### config.mk
export PLATFORM = sky130hd
export DESIGN_NAME = bfa_ram
export DESIGN_NICKNAME = d
export VERILOG_FILES = /design/src/hdl/bfa_ram.sv
export SDC_FILE = /design/constraint.sdc
export NUM_CORES = 2
export LEC_CHECK = 0
export ABC_AREA = 1
export ABC_CLOCK_PERIOD_IN_PS = 3300
export BUFFER_PORTS_ARGS = -buffer_cell sky130_fd_sc_hd__buf_4
export CAP_MARGIN = 30
export CORE_ASPECT_RATIO = 1.5
export CORE_MARGIN = 5
export CORE_UTILIZATION = 40
export DETAILED_ROUTE_END_ITERATION = 10
export HOLD_SLACK_MARGIN = 0.1
export PLACE_DENSITY = 0.61
export SLEW_MARGIN = 5
export SYNTH_ARGS = -nofsm -noshare
export SYNTH_HDL_FRONTEND = slang
export SYNTH_SLANG_ARGS = --single-unit
### constraint.sdc
create_clock -name i_clk -period 3.3 [get_ports i_clk]
set_input_delay 0.495 -clock i_clk [delete_from_list [all_inputs] [get_ports i_clk]]
set_output_delay 0.495 -clock i_clk [all_outputs]
set_load 0.01 [all_outputs]
### src/hdl/bfa_ram.sv
// Generic single-write, single-read RAM with registered read data.
module bfa_ram #(
    parameter int WIDTH = 32,
    parameter int DEPTH = 128
) (
    input  logic                                      i_clk,
    input  logic                                      i_we,
    input  logic [((DEPTH > 1) ? $clog2(DEPTH) : 1)-1:0] i_waddr,
    input  logic [WIDTH-1:0]                          i_wdata,
    input  logic [((DEPTH > 1) ? $clog2(DEPTH) : 1)-1:0] i_raddr,
    output logic [WIDTH-1:0]                          o_rdata
);

    logic [WIDTH-1:0] r_mem [DEPTH];
    logic [WIDTH-1:0] r_rdata;

    always_ff @(posedge i_clk) begin
        if (i_we) begin
            r_mem[i_waddr] <= i_wdata;
        end
        r_rdata <= r_mem[i_raddr];
    end

    assign o_rdata = r_rdata;

endmodule

==> reports/results.ini <==
[outcome]
outcome = complete, no violations

[clock_tree]
cts_buffers = 373
clk_path_buf_depth = 4
cts_root_buf = clkbuf_16
htree_levels = 5
clock_latency_ns = 0.97
clk_pin_slew_ns = 0.07
clock-sinks = 4128
cts_resized = 0
tritoncts = done

[drt]
viasPerCell = 5.702
ant_nets = 0
drtIter0Drc = 13060
wl_per_cell_um = 26.38
drc = 0
first_pass_iters = 6
wirelength_um = 506700
vias = 109500

[worst_hold_path]
min_to = r_mem[36][30]
min-delay-start = i_wdata[30]
holdCritPathClass = input pin to register
holdPathStages = 1

[worst_setup_path]
worstSetupEndpointType = primary output
arrival_ns = 2.22
cpMaxStageDelayCell = dfxtp_1
critical_path_buf_inv_count = 1
max_stage_delay_ns = 0.97
crit_family = flip-flops
startpoint_type = register
rr_endpoint = o_rdata[7]
r2r-start = r_mem[127][7]
required_ns = 2.80
r2r_cells = 8
path_class = register to primary output
crit_chain = buf_4
critPathMaxFanout = 2
r2r_slack_ns = 0.87

[grt]
antenna_found_initial = 32
met2_usage = 0.3865
met3_usage = 0.03058
grt_max_degree = 130
grt_busiest_layer = met2
use_met1 = 0.2905
grt_pass1_wl_um = 728400
track_usage = 0.2307
gr-total-overflow = 0
grt_pass1_vias = 104900

[synthesis]
synth_area_leader_cell = edfxtp_1
synthTopCellsByArea = edfxtp_1 75%, nand3_1 12%, nand2_1 9.5%, buf_2 1.8%, buf_4 0.39%
netlist.area_leader.share = 0.7471
ys_warn_count = 0
synth_area_sq_um = 164600
synth.ff_latch_count = 4128
syn_avg_cell_area_sq_um = 12.30
synth_cell_type_count = 15
ys_seq_area_frac = 0.7510
synthCells = 13390
syn-num-nets = 13440

[cells_and_area]
mostFrequentLayoutCell = nand2_1
final_nets = 13570
stdcell_area_sq_um = 188300
fillers = 36140
stdcell_count = 19200
drive_above_1_share = 0.09538
postLayoutCoreUtil = 0.4592
area_growth_pct = 14.39
final_cell_mix = 4143 x nand2_1, 4096 x edfxtp_1, 4035 x nand3_1, 380 x clkbuf_16, 369 x buf_4

[sta]
rsz0062_at_grt = false
clock_skew_ns = 0.07979
finalCritPeriodShare = 0.8215
hold_viol_final = 0
final-setup-viol-count = 0
period_minus_slack_ns = 2.711
maxSlewViolCount = 0
timing.slew.headroom = 0.2988
worst_slew_pin_slew_ns = 1.052
timing.fmax_ghz = 0.3689

[die]
die_x_um = 533.8
dieArea_sq_um = 424800
start_util = 0.4015
rows = 288
coreArea_sq_um = 410100
io_pins = 80
die_h_um = 795.7

[power]
leakagePower_nw = 64.83
power.density_nw_per_um2 = 578.4
ir_drop_v = 0.0004554
power_mw = 108.9

[job]
maxCapViolCount = 0

[placement]
hpwlAfterDp_um = 289600
io_buffers = 79
place.gp.congestion = 0.8484
place_inst = 18490
placed_area_sq_um = 176100

state kept, by name, summed over array words and instances, names as in the netlist:
name and flops:
o_rdata 32, r_mem 4096
timing repair:
action	4_1_cts	5_1_grt
hold buffers	18	0
buffers inserted	0	0
setup endpoints to repair	0	0
endpoints found under the hold margin	379	0
worst max-delay path by stage:
stage / startpoint / slack [ns] / end / cells past startpoint
final: o_rdata[15] / 0.59 / o_rdata[15] / 1
after floorplan: i_we / 0.41 / r_mem[105][0] / 4
after detailed placement: i_raddr[2] / -0.15 / o_rdata[5] / 10
after global routing: o_rdata[28] / 0.63 / o_rdata[28] / 1
after global placement: i_raddr[2] / -0.14 / o_rdata[5] / 10
after CTS: o_rdata[28] / 0.55 / o_rdata[28] / 1
through the flow:
step / hold slack, ns / setup TNS (ns) / worst slack (ns)
6_report: 0.1509 / 0 / 0.5891
5_1_grt: 0.1476 / 0 / 0.6343
3_3_place_gp: 0.8070 / -0.4496 / -0.1374
4_1_cts: 0.1025 / 0 / 0.5509
3_5_place_dp: 0.8237 / -0.5444 / -0.1537
2_1_floorplan: 0.5939 / 0 / 0.4071
layer usage:
| metal | routed length, um | share of wire |
|---|---|---|
| met1 | 188500 | 0.37 |
| met2 | 245600 | 0.48 |
| met3 | 40530 | 0.080 |
| met4 | 31910 | 0.063 |
| met5 | 93 | 0.00018 |
kinds of logic after synthesis:
family / Yosys count / synth area share
flip-flops: 4128 / 0.7510
AND/OR/NAND/NOR: 8328 / 0.2206
buffers and inverters: 933 / 0.02841
cell usage after synthesis, drive strengths merged:
master / n
nor2: 134
nor3: 8
clkbuf: 109
edfxtp: 4096
dfxtp: 32
nand3: 4035
nand2: 4151
buf: 800
inv: 24
where the power goes:
group | switching, mW | internal (mW)
clock network | 19.4 | 24.2
registers | 0.256 | 57.9
logic | 5.32 | 1.91
total | 25.0 | 84.0
area by class of cell:
cell class | count | area, sq um | share of cell area
tap | 5365 | 6713 | 0.03564
multi-input combinational | 8328 | 37300 | 0.1981
antenna | 19 | 47.55 | 0.0002525
clock inverter | 237 | 2245 | 0.01192
inverter | 24 | 142.6 | 0.0007574
timing repair buffer | 663 | 8459 | 0.04492
clock buffer | 439 | 9781 | 0.05193
sequential | 4128 | 123600 | 0.6565
Note: power is estimated with default switching activity, not from simulation.
